[config.mk]
export PLATFORM = sky130hd
export DESIGN_NAME = weather_record_hex_parser
export DESIGN_NICKNAME = d
export VERILOG_FILES = /design/src/hw/rtl/whp_pkg.sv /design/src/hw/rtl/whp_line_parser.sv /design/src/hw/rtl/whp_scaler.sv /design/src/hw/rtl/whp_held_update.sv /design/src/hw/rtl/weather_record_hex_parser.sv
export SDC_FILE = /design/constraint.sdc
export NUM_CORES = 2
export LEC_CHECK = 0
export BUFFER_PORTS_ARGS = -buffer_cell sky130_fd_sc_hd__buf_2
export CAP_MARGIN = 15
export CORE_MARGIN = 1
export CORE_UTILIZATION = 35
export CTS_BUF_LIST = sky130_fd_sc_hd__clkbuf_4 sky130_fd_sc_hd__clkbuf_8 sky130_fd_sc_hd__clkbuf_16
export CTS_CLUSTER_SIZE = 28
export DETAILED_ROUTE_END_ITERATION = 6
export PLACE_DENSITY = 0.59
export SLEW_MARGIN = 10
export SYNTH_ARGS = -nofsm -noshare
export SYNTH_HDL_FRONTEND = slang
export SYNTH_SLANG_ARGS = --single-unit
[constraint.sdc]
create_clock -name clk -period 7.15 [get_ports clk]
set_input_delay 0.3575 -clock clk [delete_from_list [all_inputs] [get_ports clk]]
set_output_delay 0.3575 -clock clk [all_outputs]
set_load 0.02 [all_outputs]
[src/hw/rtl/whp_pkg.sv]
// shared types and constants for the weather record hex parser
package whp_pkg;

	// character codes
	localparam logic [7:0] CHAR_LF   = 8'd10;
	localparam logic [7:0] CHAR_CR   = 8'd13;
	localparam logic [7:0] CHAR_BANG = 8'h21;

	// line position saturates here
	localparam logic [5:0] POS_MAX = 6'd63;

	// configuration register indexes
	typedef enum logic [1:0] {
		REG_SPEED_LIMIT    = 2'd0,
		REG_HUMIDITY_LIMIT = 2'd1,
		REG_RAIN_LIMIT     = 2'd2
	} cfg_reg_t;

	// limit reset values
	localparam logic [15:0] SPEED_LIMIT_RST    = 16'd200;
	localparam logic [15:0] HUMIDITY_LIMIT_RST = 16'd100;
	localparam logic [17:0] RAIN_LIMIT_RST     = 18'd10000;

	// reciprocal for n / 10, exact for n below 2^18, shift 19
	localparam logic [15:0] DIV10_RECIP = 16'd52429;
	// 360 / 256 reduces to 45 / 32
	localparam logic [5:0]  DIR_SCALE   = 6'd45;
	// 2.54 scaled by 2^24 and rounded up, exact for 16-bit words
	localparam logic [25:0] RAIN_RECIP  = 26'd42614129;
	// humidity rounding offset
	localparam logic [15:0] HUMID_ROUND = 16'd5;

	// completed line, as captured at newline
	typedef struct packed {
		logic        bogus;
		logic [15:0] speed_word;
		logic [7:0]  dir_byte;
		logic [15:0] humid_word;
		logic [15:0] rain_word;
	} line_rec_t;

	// scaled values of one line
	typedef struct packed {
		logic        bogus;
		logic [12:0] speed;
		logic [8:0]  dir;
		logic [12:0] humidity;
		logic [17:0] rain;
	} scaled_rec_t;

	// nibble value of an uppercase hex digit, anything else is zero
	function automatic logic [3:0] hex_digit(input logic [7:0] c);
		logic [3:0] d;
		d = 4'd0;
		if (c >= 8'h30 && c <= 8'h39) begin
			d = c[3:0];
		end else if (c >= 8'h41 && c <= 8'h46) begin
			d = c[3:0] + 4'd9;
		end
		return d;
	endfunction

endpackage

[src/hw/rtl/whp_line_parser.sv]
// input register and per-character line parsing, captures a record at newline
module whp_line_parser (
	input  logic                clk,
	input  logic                arst_n,
	input  logic                adv,
	input  logic                in_valid,
	input  logic [7:0]          in_char,
	output logic                rec_valid_s2,
	output whp_pkg::line_rec_t  rec_s2
);
	import whp_pkg::*;

	logic        valid_s1;
	logic [7:0]  char_s1;
	logic [5:0]  pos_q;
	logic        hdr_good_q;
	logic [15:0] speed_word_q;
	logic [7:0]  dir_byte_q;
	logic [15:0] humid_word_q;
	logic [15:0] rain_word_q;
	logic [3:0]  digit;
	logic        is_lf;
	logic        is_cr;

	assign digit = hex_digit(char_s1);
	assign is_lf = (char_s1 == CHAR_LF);
	assign is_cr = (char_s1 == CHAR_CR);

	// input register
	always_ff @(posedge clk or negedge arst_n) begin
		if (!arst_n) begin
			valid_s1 <= 1'b0;
		end else if (adv) begin
			valid_s1 <= in_valid;
		end
	end

	always_ff @(posedge clk) begin
		if (adv) begin
			char_s1 <= in_char;
		end
	end

	// line state: position, header check and hex word gathering
	always_ff @(posedge clk or negedge arst_n) begin
		if (!arst_n) begin
			pos_q        <= '0;
			hdr_good_q   <= 1'b1;
			speed_word_q <= '0;
			dir_byte_q   <= '0;
			humid_word_q <= '0;
			rain_word_q  <= '0;
		end else if (adv && valid_s1 && !is_cr) begin
			if (is_lf) begin
				pos_q        <= '0;
				hdr_good_q   <= 1'b1;
				speed_word_q <= '0;
				dir_byte_q   <= '0;
				humid_word_q <= '0;
				rain_word_q  <= '0;
			end else begin
				if (pos_q < 6'd2 && char_s1 != CHAR_BANG) begin
					hdr_good_q <= 1'b0;
				end
				case (pos_q)
					6'd2:  speed_word_q[15:12] <= digit;
					6'd3:  speed_word_q[11:8]  <= digit;
					6'd4:  speed_word_q[7:4]   <= digit;
					6'd5:  speed_word_q[3:0]   <= digit;
					6'd8:  dir_byte_q[7:4]     <= digit;
					6'd9:  dir_byte_q[3:0]     <= digit;
					6'd26: humid_word_q[15:12] <= digit;
					6'd27: humid_word_q[11:8]  <= digit;
					6'd28: humid_word_q[7:4]   <= digit;
					6'd29: humid_word_q[3:0]   <= digit;
					6'd42: rain_word_q[15:12]  <= digit;
					6'd43: rain_word_q[11:8]   <= digit;
					6'd44: rain_word_q[7:4]    <= digit;
					6'd45: rain_word_q[3:0]    <= digit;
					default: ;
				endcase
				if (pos_q < POS_MAX) begin
					pos_q <= pos_q + 6'd1;
				end
			end
		end
	end

	// record capture at newline
	always_ff @(posedge clk or negedge arst_n) begin
		if (!arst_n) begin
			rec_valid_s2 <= 1'b0;
		end else if (adv) begin
			rec_valid_s2 <= valid_s1 && is_lf;
		end
	end

	always_ff @(posedge clk) begin
		if (adv && valid_s1 && is_lf) begin
			rec_s2.bogus      <= (pos_q < 6'd2) || !hdr_good_q;
			rec_s2.speed_word <= speed_word_q;
			rec_s2.dir_byte   <= dir_byte_q;
			rec_s2.humid_word <= humid_word_q;
			rec_s2.rain_word  <= rain_word_q;
		end
	end

endmodule

[src/hw/rtl/whp_scaler.sv]
// constant scaling of the captured words by reciprocal multiplication
module whp_scaler (
	input  logic                 clk,
	input  logic                 arst_n,
	input  logic                 adv,
	input  logic                 rec_valid_s2,
	input  whp_pkg::line_rec_t   rec_s2,
	output logic                 scl_valid_s3,
	output whp_pkg::scaled_rec_t scl_s3
);
	import whp_pkg::*;

	logic [31:0] speed_prod;
	logic [13:0] dir_prod;
	logic [16:0] humid_sum;
	logic [32:0] humid_prod;
	logic [41:0] rain_prod;

	// speed / 10, 360 * dir / 256, (humidity + 5) / 10, 254 * rain / 100
	assign speed_prod = 32'(rec_s2.speed_word) * 32'(DIV10_RECIP);
	assign dir_prod   = 14'(rec_s2.dir_byte) * 14'(DIR_SCALE);
	assign humid_sum  = 17'(rec_s2.humid_word) + 17'(HUMID_ROUND);
	assign humid_prod = 33'(humid_sum) * 33'(DIV10_RECIP);
	assign rain_prod  = 42'(rec_s2.rain_word) * 42'(RAIN_RECIP);

	always_ff @(posedge clk or negedge arst_n) begin
		if (!arst_n) begin
			scl_valid_s3 <= 1'b0;
		end else if (adv) begin
			scl_valid_s3 <= rec_valid_s2;
		end
	end

	always_ff @(posedge clk) begin
		if (adv && rec_valid_s2) begin
			scl_s3.bogus    <= rec_s2.bogus;
			scl_s3.speed    <= speed_prod[31:19];
			scl_s3.dir      <= dir_prod[13:5];
			scl_s3.humidity <= humid_prod[31:19];
			scl_s3.rain     <= rain_prod[41:24];
		end
	end

endmodule

[src/hw/rtl/whp_held_update.sv]
// limit checks, held values, the result register and its skid register
module whp_held_update (
	input  logic                 clk,
	input  logic                 arst_n,
	input  logic                 adv,
	input  logic                 scl_valid_s3,
	input  whp_pkg::scaled_rec_t scl_s3,
	input  logic [15:0]          speed_limit,
	input  logic [15:0]          humidity_limit,
	input  logic [17:0]          rain_limit,
	input  logic                 out_ready,
	output logic                 skd_valid_q,
	output logic                 out_valid_q,
	output logic                 out_status_q,
	output logic [12:0]          out_speed_q,
	output logic [8:0]           out_dir_q,
	output logic [12:0]          out_humidity_q,
	output logic [17:0]          out_rain_q
);
	import whp_pkg::*;

	logic [12:0] held_speed_q;
	logic [8:0]  held_dir_q;
	logic [12:0] held_humidity_q;
	logic [17:0] held_rain_q;
	logic [12:0] speed_nxt;
	logic [8:0]  dir_nxt;
	logic [12:0] humidity_nxt;
	logic [17:0] rain_nxt;
	logic        skd_status_q;
	logic [12:0] skd_speed_q;
	logic [8:0]  skd_dir_q;
	logic [12:0] skd_humidity_q;
	logic [17:0] skd_rain_q;
	logic        new_valid;
	logic        out_free;

	// a new item leaves the scaling stage; the result register can take one
	assign new_valid = adv && scl_valid_s3;
	assign out_free  = !out_valid_q || out_ready;

	// a good line replaces the direction, and each other value that lies within its limit
	always_comb begin
		speed_nxt    = held_speed_q;
		dir_nxt      = held_dir_q;
		humidity_nxt = held_humidity_q;
		rain_nxt     = held_rain_q;
		if (!scl_s3.bogus) begin
			if (16'(scl_s3.speed) < speed_limit) begin
				speed_nxt = scl_s3.speed;
			end
			dir_nxt = scl_s3.dir;
			if (16'(scl_s3.humidity) <= humidity_limit) begin
				humidity_nxt = scl_s3.humidity;
			end
			if (scl_s3.rain < rain_limit) begin
				rain_nxt = scl_s3.rain;
			end
		end
	end

	// held values, result valid and skid valid
	always_ff @(posedge clk or negedge arst_n) begin
		if (!arst_n) begin
			held_speed_q    <= '0;
			held_dir_q      <= '0;
			held_humidity_q <= '0;
			held_rain_q     <= '0;
			out_valid_q     <= 1'b0;
			skd_valid_q     <= 1'b0;
		end else begin
			if (new_valid) begin
				held_speed_q    <= speed_nxt;
				held_dir_q      <= dir_nxt;
				held_humidity_q <= humidity_nxt;
				held_rain_q     <= rain_nxt;
			end
			if (out_free) begin
				out_valid_q <= skd_valid_q || new_valid;
				skd_valid_q <= 1'b0;
			end else if (new_valid) begin
				skd_valid_q <= 1'b1;
			end
		end
	end

	// result payload, from the skid register first
	always_ff @(posedge clk) begin
		if (out_free) begin
			if (skd_valid_q) begin
				out_status_q   <= skd_status_q;
				out_speed_q    <= skd_speed_q;
				out_dir_q      <= skd_dir_q;
				out_humidity_q <= skd_humidity_q;
				out_rain_q     <= skd_rain_q;
			end else if (new_valid) begin
				out_status_q   <= scl_s3.bogus;
				out_speed_q    <= speed_nxt;
				out_dir_q      <= dir_nxt;
				out_humidity_q <= humidity_nxt;
				out_rain_q     <= rain_nxt;
			end
		end else if (new_valid) begin
			skd_status_q   <= scl_s3.bogus;
			skd_speed_q    <= speed_nxt;
			skd_dir_q      <= dir_nxt;
			skd_humidity_q <= humidity_nxt;
			skd_rain_q     <= rain_nxt;
		end
	end

endmodule

[src/hw/rtl/weather_record_hex_parser.sv]
// top level of the weather record hex parser
// Takes one received character per clock while s_axis_tready is high and
// returns one item per newline; carriage returns and other characters
// produce no item. The line must open with two '!' characters, after which
// hex words at fixed positions give wind speed, direction, humidity and
// rain; characters other than digits and uppercase A-F, and unreached
// positions, count as zero. The rate is one character per cycle, set by the
// four-register pipeline (input, line capture, scaling multipliers, result),
// which advances as one and stalls only while two finished items wait, one
// in the result register and one in the skid register beside it;
// s_axis_tready comes straight from that skid register. m_axis_tuser carries
// the status: 0 line accepted, 1 bad header with the held values repeated
// unchanged. Limits must be written through the cfg port while the block is
// idle; the block itself does not enforce it; index 0 speed, 1 humidity, 2 rain.
module weather_record_hex_parser (
	input  logic        clk,
	input  logic        arst_n,
	input  logic        cfg_we,
	input  logic [1:0]  cfg_index,
	input  logic [17:0] cfg_data,
	input  logic        s_axis_tvalid,
	output logic        s_axis_tready,
	input  logic [7:0]  s_axis_tdata,   // [7:0] char_in
	output logic        m_axis_tvalid,
	input  logic        m_axis_tready,
	output logic [55:0] m_axis_tdata,   // wind_speed, wind_dir, humidity, rain, zero pad
	output logic [0:0]  m_axis_tuser    // [0] status
);
	import whp_pkg::*;

	logic        adv;
	logic        rec_valid_s2;
	line_rec_t   rec_s2;
	logic        scl_valid_s3;
	scaled_rec_t scl_s3;
	logic [15:0] speed_limit_q;
	logic [15:0] humidity_limit_q;
	logic [17:0] rain_limit_q;
	logic        skd_valid_q;
	logic        out_valid_q;
	logic        out_status_q;
	logic [12:0] out_speed_q;
	logic [8:0]  out_dir_q;
	logic [12:0] out_humidity_q;
	logic [17:0] out_rain_q;

	// pipeline moves unless the skid register holds a finished item
	assign adv           = !skd_valid_q;
	assign s_axis_tready = adv;

	// limit registers
	always_ff @(posedge clk or negedge arst_n) begin
		if (!arst_n) begin
			speed_limit_q    <= SPEED_LIMIT_RST;
			humidity_limit_q <= HUMIDITY_LIMIT_RST;
			rain_limit_q     <= RAIN_LIMIT_RST;
		end else if (cfg_we) begin
			unique case (cfg_index)
				REG_SPEED_LIMIT:    speed_limit_q    <= cfg_data[15:0];
				REG_HUMIDITY_LIMIT: humidity_limit_q <= cfg_data[15:0];
				REG_RAIN_LIMIT:     rain_limit_q     <= cfg_data;
				default: ;
			endcase
		end
	end

	whp_line_parser u_parser (
		.clk          (clk),
		.arst_n       (arst_n),
		.adv          (adv),
		.in_valid     (s_axis_tvalid),
		.in_char      (s_axis_tdata),
		.rec_valid_s2 (rec_valid_s2),
		.rec_s2       (rec_s2)
	);

	whp_scaler u_scaler (
		.clk          (clk),
		.arst_n       (arst_n),
		.adv          (adv),
		.rec_valid_s2 (rec_valid_s2),
		.rec_s2       (rec_s2),
		.scl_valid_s3 (scl_valid_s3),
		.scl_s3       (scl_s3)
	);

	whp_held_update u_held (
		.clk            (clk),
		.arst_n         (arst_n),
		.adv            (adv),
		.scl_valid_s3   (scl_valid_s3),
		.scl_s3         (scl_s3),
		.speed_limit    (speed_limit_q),
		.humidity_limit (humidity_limit_q),
		.rain_limit     (rain_limit_q),
		.out_ready      (m_axis_tready),
		.skd_valid_q    (skd_valid_q),
		.out_valid_q    (out_valid_q),
		.out_status_q   (out_status_q),
		.out_speed_q    (out_speed_q),
		.out_dir_q      (out_dir_q),
		.out_humidity_q (out_humidity_q),
		.out_rain_q     (out_rain_q)
	);

	// result packing
	assign m_axis_tvalid = out_valid_q;
	assign m_axis_tuser  = out_status_q;
	assign m_axis_tdata  = {3'b000, out_rain_q, out_humidity_q, out_dir_q, out_speed_q};

endmodule

==> flow_summary.toml <==
[logic_synthesis]
synthArstFlopShare_pct = 43.0
yosysUniqueCellTypes = 70
synth.yosys.seq_area_share_pct = 34.7
synth_area_sq_um = 32100
ys_ff_latch = 398
ys.flop_type = "sky130_fd_sc_hd__edfxtp_1"
syn_avg_cell_area_sq_um = 12.0
netlist_instances = 2663
yosysWarnings = 0
synth_enable_flop_cells = 227

[critical_path]
reg2regPathDepth = 24
timing.critical_path.from_type = "flop"
cp_data_arrival_time_ns = 7.05
category_of_the_worst_setup_path_capture_point = "flop"
crit_type = "reg -> reg"
cp_max_fo = 5
crit_required_ns = 7.46

[timing]
totalNegativeSetupSlack_ns = 0
period_needed_ns = 6.74
clock-skew-final_ns = 0.0202
maxSlewHeadroom_pct = 27.1
finalHoldViolations = 0
setup-violations-final = 0
max_freq_ghz = 0.148
post-route-period-util_pct = 94.3
rsz0062_at_grt = "no"
worst-slew-pin-transition_ns = 1.09
final_max_slew_viol_count = 0

[place]
hpwlAfterDp_um = 55600
numPortBuffers = 88
numPlacedInstances = 3915
finalWeightedCongestion = 0.892

[die]
die_area_sq_um = 92800
pin_count = 92
die_width_um = 305
floorplan.rows = 110
initial_core_util_pct = 35.4
coreArea_sq_um = 90400
die_y_um = 305

[power]
power-per-cell-area_nw_per_um2 = 164
max-vdd-ir-drop_mv = 0.162
cellLeakagePower_nw = 17.6
finalPower_mw = 5.85

[cells_and_area]
synthToLayoutAreaGrowth_pct = 11.5
antenna_diode_count = 0
finish.net_count = 3614
stdcell_count = 4011
layout-drive-gt1-share_pct = 16.4

[clock_tree]
numClockSinks = 398
cts-root-buf = "sky130_fd_sc_hd__clkbuf_16"
clk_transition_reported_paths_ns = 0.06
numCtsBuffers = 46
htree_num_levels = 2
clock_insertion_delay_worst_skew_ns = 0.57
tritoncts = "built"
cts-root-to-sink-buffers = 3

[detailed_routing]
postRouteAntennaNets = 0
routed_wire_length_um = 67900
dr_total_vias = 18755
detail_route.first_pass.iterations = 5
viasPerCell = 4.68
route.detailed.wl_per_inst_um = 16.9
drc_errors = 0
dr.first_iter.drc_count = 931

[global_route]
grt_overflow = 0
maximum_number_of_pins_on_one_net_before_global_route_repair = 67
grt.total_usage_pct = 14.9
first_pass_grt_wire_length_um = 109000
number_of_antenna_violations_at_the_first_check_in_global_routing = 2
grt_pass1_vias = 19736

[min_path]
min_path_cells = 2
min_path_type = "in -> reg"

[run]
drv.max_cap_violation_count = 0

[status]
outcome = "finished, final reports clean"
==> worst paths after layout <==
path | from | to | slack (ns)
worst max-delay path | u_parser.rec_s2[20] | u_scaler.scl_s3[30] | 0.41
worst min-delay path | s_axis_tvalid | u_parser.valid_s1 | 0.04
worst max register to register | u_parser.rec_s2[20] | u_scaler.scl_s3[30] | 0.41
worst min register to register | u_parser.rain_word_q[3] | u_parser.rec_s2[3] | 0.44
max in group asynchronous | arst_n | u_parser.speed_word_q[8] | 5.45
min in group asynchronous | arst_n | speed_limit_q[4] | 0.31
==> worst max-delay path, cell delays in order, from the launching register on <==
cell and delay [ns]:
sky130_fd_sc_hd__edfxtp_1 0.39, sky130_fd_sc_hd__and3_1 0.21, sky130_fd_sc_hd__nand3_1 0.11, sky130_fd_sc_hd__nor2_1 0.25
sky130_fd_sc_hd__nand3_1 0.13, sky130_fd_sc_hd__xnor2_1 0.47, sky130_fd_sc_hd__ha_1 0.38, sky130_fd_sc_hd__ha_1 0.29
sky130_fd_sc_hd__inv_1 0.06, sky130_fd_sc_hd__fa_1 0.50, sky130_fd_sc_hd__inv_1 0.05, sky130_fd_sc_hd__fa_1 0.49
sky130_fd_sc_hd__fa_1 0.55, sky130_fd_sc_hd__inv_1 0.05, sky130_fd_sc_hd__fa_1 0.53, sky130_fd_sc_hd__inv_1 0.04
sky130_fd_sc_hd__ha_1 0.31, sky130_fd_sc_hd__or3_1 0.36, sky130_fd_sc_hd__o211ai_1 0.11, sky130_fd_sc_hd__a31oi_1 0.17
sky130_fd_sc_hd__o21a_1 0.26, sky130_fd_sc_hd__o21ai_0 0.25, sky130_fd_sc_hd__nand2_1 0.11, sky130_fd_sc_hd__o41ai_1 0.31
sky130_fd_sc_hd__xnor2_1 0.11
==> Yosys cell counts (24+ instances only) <==
cell type / n / area [sq um]
sky130_fd_sc_hd__a21o_1: 50 / 375
sky130_fd_sc_hd__a21oi_1: 68 / 340
sky130_fd_sc_hd__clkbuf_1: 24 / 90.1
sky130_fd_sc_hd__dfrtp_1: 159 / 3980
sky130_fd_sc_hd__edfxtp_1: 227 / 6820
sky130_fd_sc_hd__fa_1: 295 / 5910
sky130_fd_sc_hd__ha_1: 489 / 6120
sky130_fd_sc_hd__inv_1: 587 / 2200
sky130_fd_sc_hd__mux2_2: 222 / 2500
sky130_fd_sc_hd__nand2_1: 75 / 282
sky130_fd_sc_hd__nand3_1: 43 / 215
sky130_fd_sc_hd__nor2_1: 58 / 218
sky130_fd_sc_hd__o21ai_0: 58 / 290
sky130_fd_sc_hd__xnor2_1: 52 / 455
sky130_fd_sc_hd__xor2_1: 32 / 280
==> timing repair <==
action	in CTS	in global routing
endpoints found under the hold margin	56	0
hold buffers	10	0
setup buffers	0	0
endpoints found under the setup margin	0	4
resized for setup	0	3
==> metal layers <==
layer | GRT usage (%) | wire length (um) | vias up
li1 | - | - | 9182
met1 | 21.6 | 33800 | 9242
met2 | 24.0 | 30800 | 264
met3 | 1.69 | 2190 | 65
met4 | 3.16 | 1070 | 2
met5 | 0 | 9 | -
==> placed cells by master, fill, tap and decap left out, types with 11 or more instances in the layout <==
cell type                   count
sky130_fd_sc_hd__a21o_1        50
sky130_fd_sc_hd__a21oi_1       68
sky130_fd_sc_hd__buf_2         87
sky130_fd_sc_hd__buf_4         21
sky130_fd_sc_hd__clkbuf_16     49
sky130_fd_sc_hd__clkbuf_4      13
sky130_fd_sc_hd__dfrtp_1      159
sky130_fd_sc_hd__dfstp_2       12
sky130_fd_sc_hd__edfxtp_1     227
sky130_fd_sc_hd__fa_1         295
sky130_fd_sc_hd__ha_1         489
sky130_fd_sc_hd__inv_1        586
sky130_fd_sc_hd__mux2_2       222
sky130_fd_sc_hd__mux2_4        20
sky130_fd_sc_hd__nand2_1       75
sky130_fd_sc_hd__nand2b_1      11
sky130_fd_sc_hd__nand3_1       43
sky130_fd_sc_hd__nand4_1       17
sky130_fd_sc_hd__nor2_1        56
sky130_fd_sc_hd__nor2b_1       13
sky130_fd_sc_hd__nor3_1        14
sky130_fd_sc_hd__o21ai_0       58
sky130_fd_sc_hd__o21bai_1      11
sky130_fd_sc_hd__xnor2_1       50
sky130_fd_sc_hd__xor2_1        32
==> power by group <==
part | switching, mW | leakage (nW) | internal (mW)
Clock | 0.943 | 0.810 | 1.52
Combinational | 0.412 | 12.5 | 0.344
Sequential | 0.0701 | 4.29 | 2.56
Total | 1.43 | 17.6 | 4.42
==> cells by family (layout without fill, tap and decap cells) <==
family	after synthesis	count (layout)	share of synthesized area, %
xor+xnor	84	84	2.30
mux	243	243	8.77
fa+ha+maj	784	784	37.5
buf+inv	623	793	7.37
simple gates	273	273	4.19
flops	398	398	34.7
other cells	1	3	0.0117
compound gates	257	257	5.18
==> final cells by class <==
| type | instances | area, sq um |
|---|---|---|
| clock buffer | 65 | 1370 |
| tap | 1176 | 1470 |
| multi-input combinational | 1644 | 18600 |
| clock inverter | 21 | 259 |
| timing repair buffer | 119 | 704 |
| fill | 8655 | 54700 |
| inverter | 588 | 2210 |
| sequential | 398 | 11100 |
==> metrics by stage <==
| stage | utilization [%] | setup slack [ns] | cell area [sq um] | hold WS (ns) |
|---|---|---|---|---|
| 2_1_floorplan | - | 0.832 | 32100 | 0.0619 |
| 3_3_place_gp | 37.6 | 0.380 | 34000 | 0.366 |
| 3_5_place_dp | 37.6 | 0.290 | 34000 | 0.362 |
| 4_1_cts | 39.5 | 0.291 | 35700 | 0.00582 |
| 5_1_grt | 39.5 | 0.0285 | 35700 | 0.0245 |
| 6_report | 39.5 | 0.408 | 35700 | 0.0382 |
==> registers in the layout, summed over array words and instances (netlist names), 18 cells and up <==
name,flops
u_held.skd_rain_q,18
u_scaler.scl_s3,54
u_held.held_rain_q,18
rain_limit_q,18
u_held.out_rain_q,18
u_parser.rec_s2,57
Power figures use the tool's default switching activity.
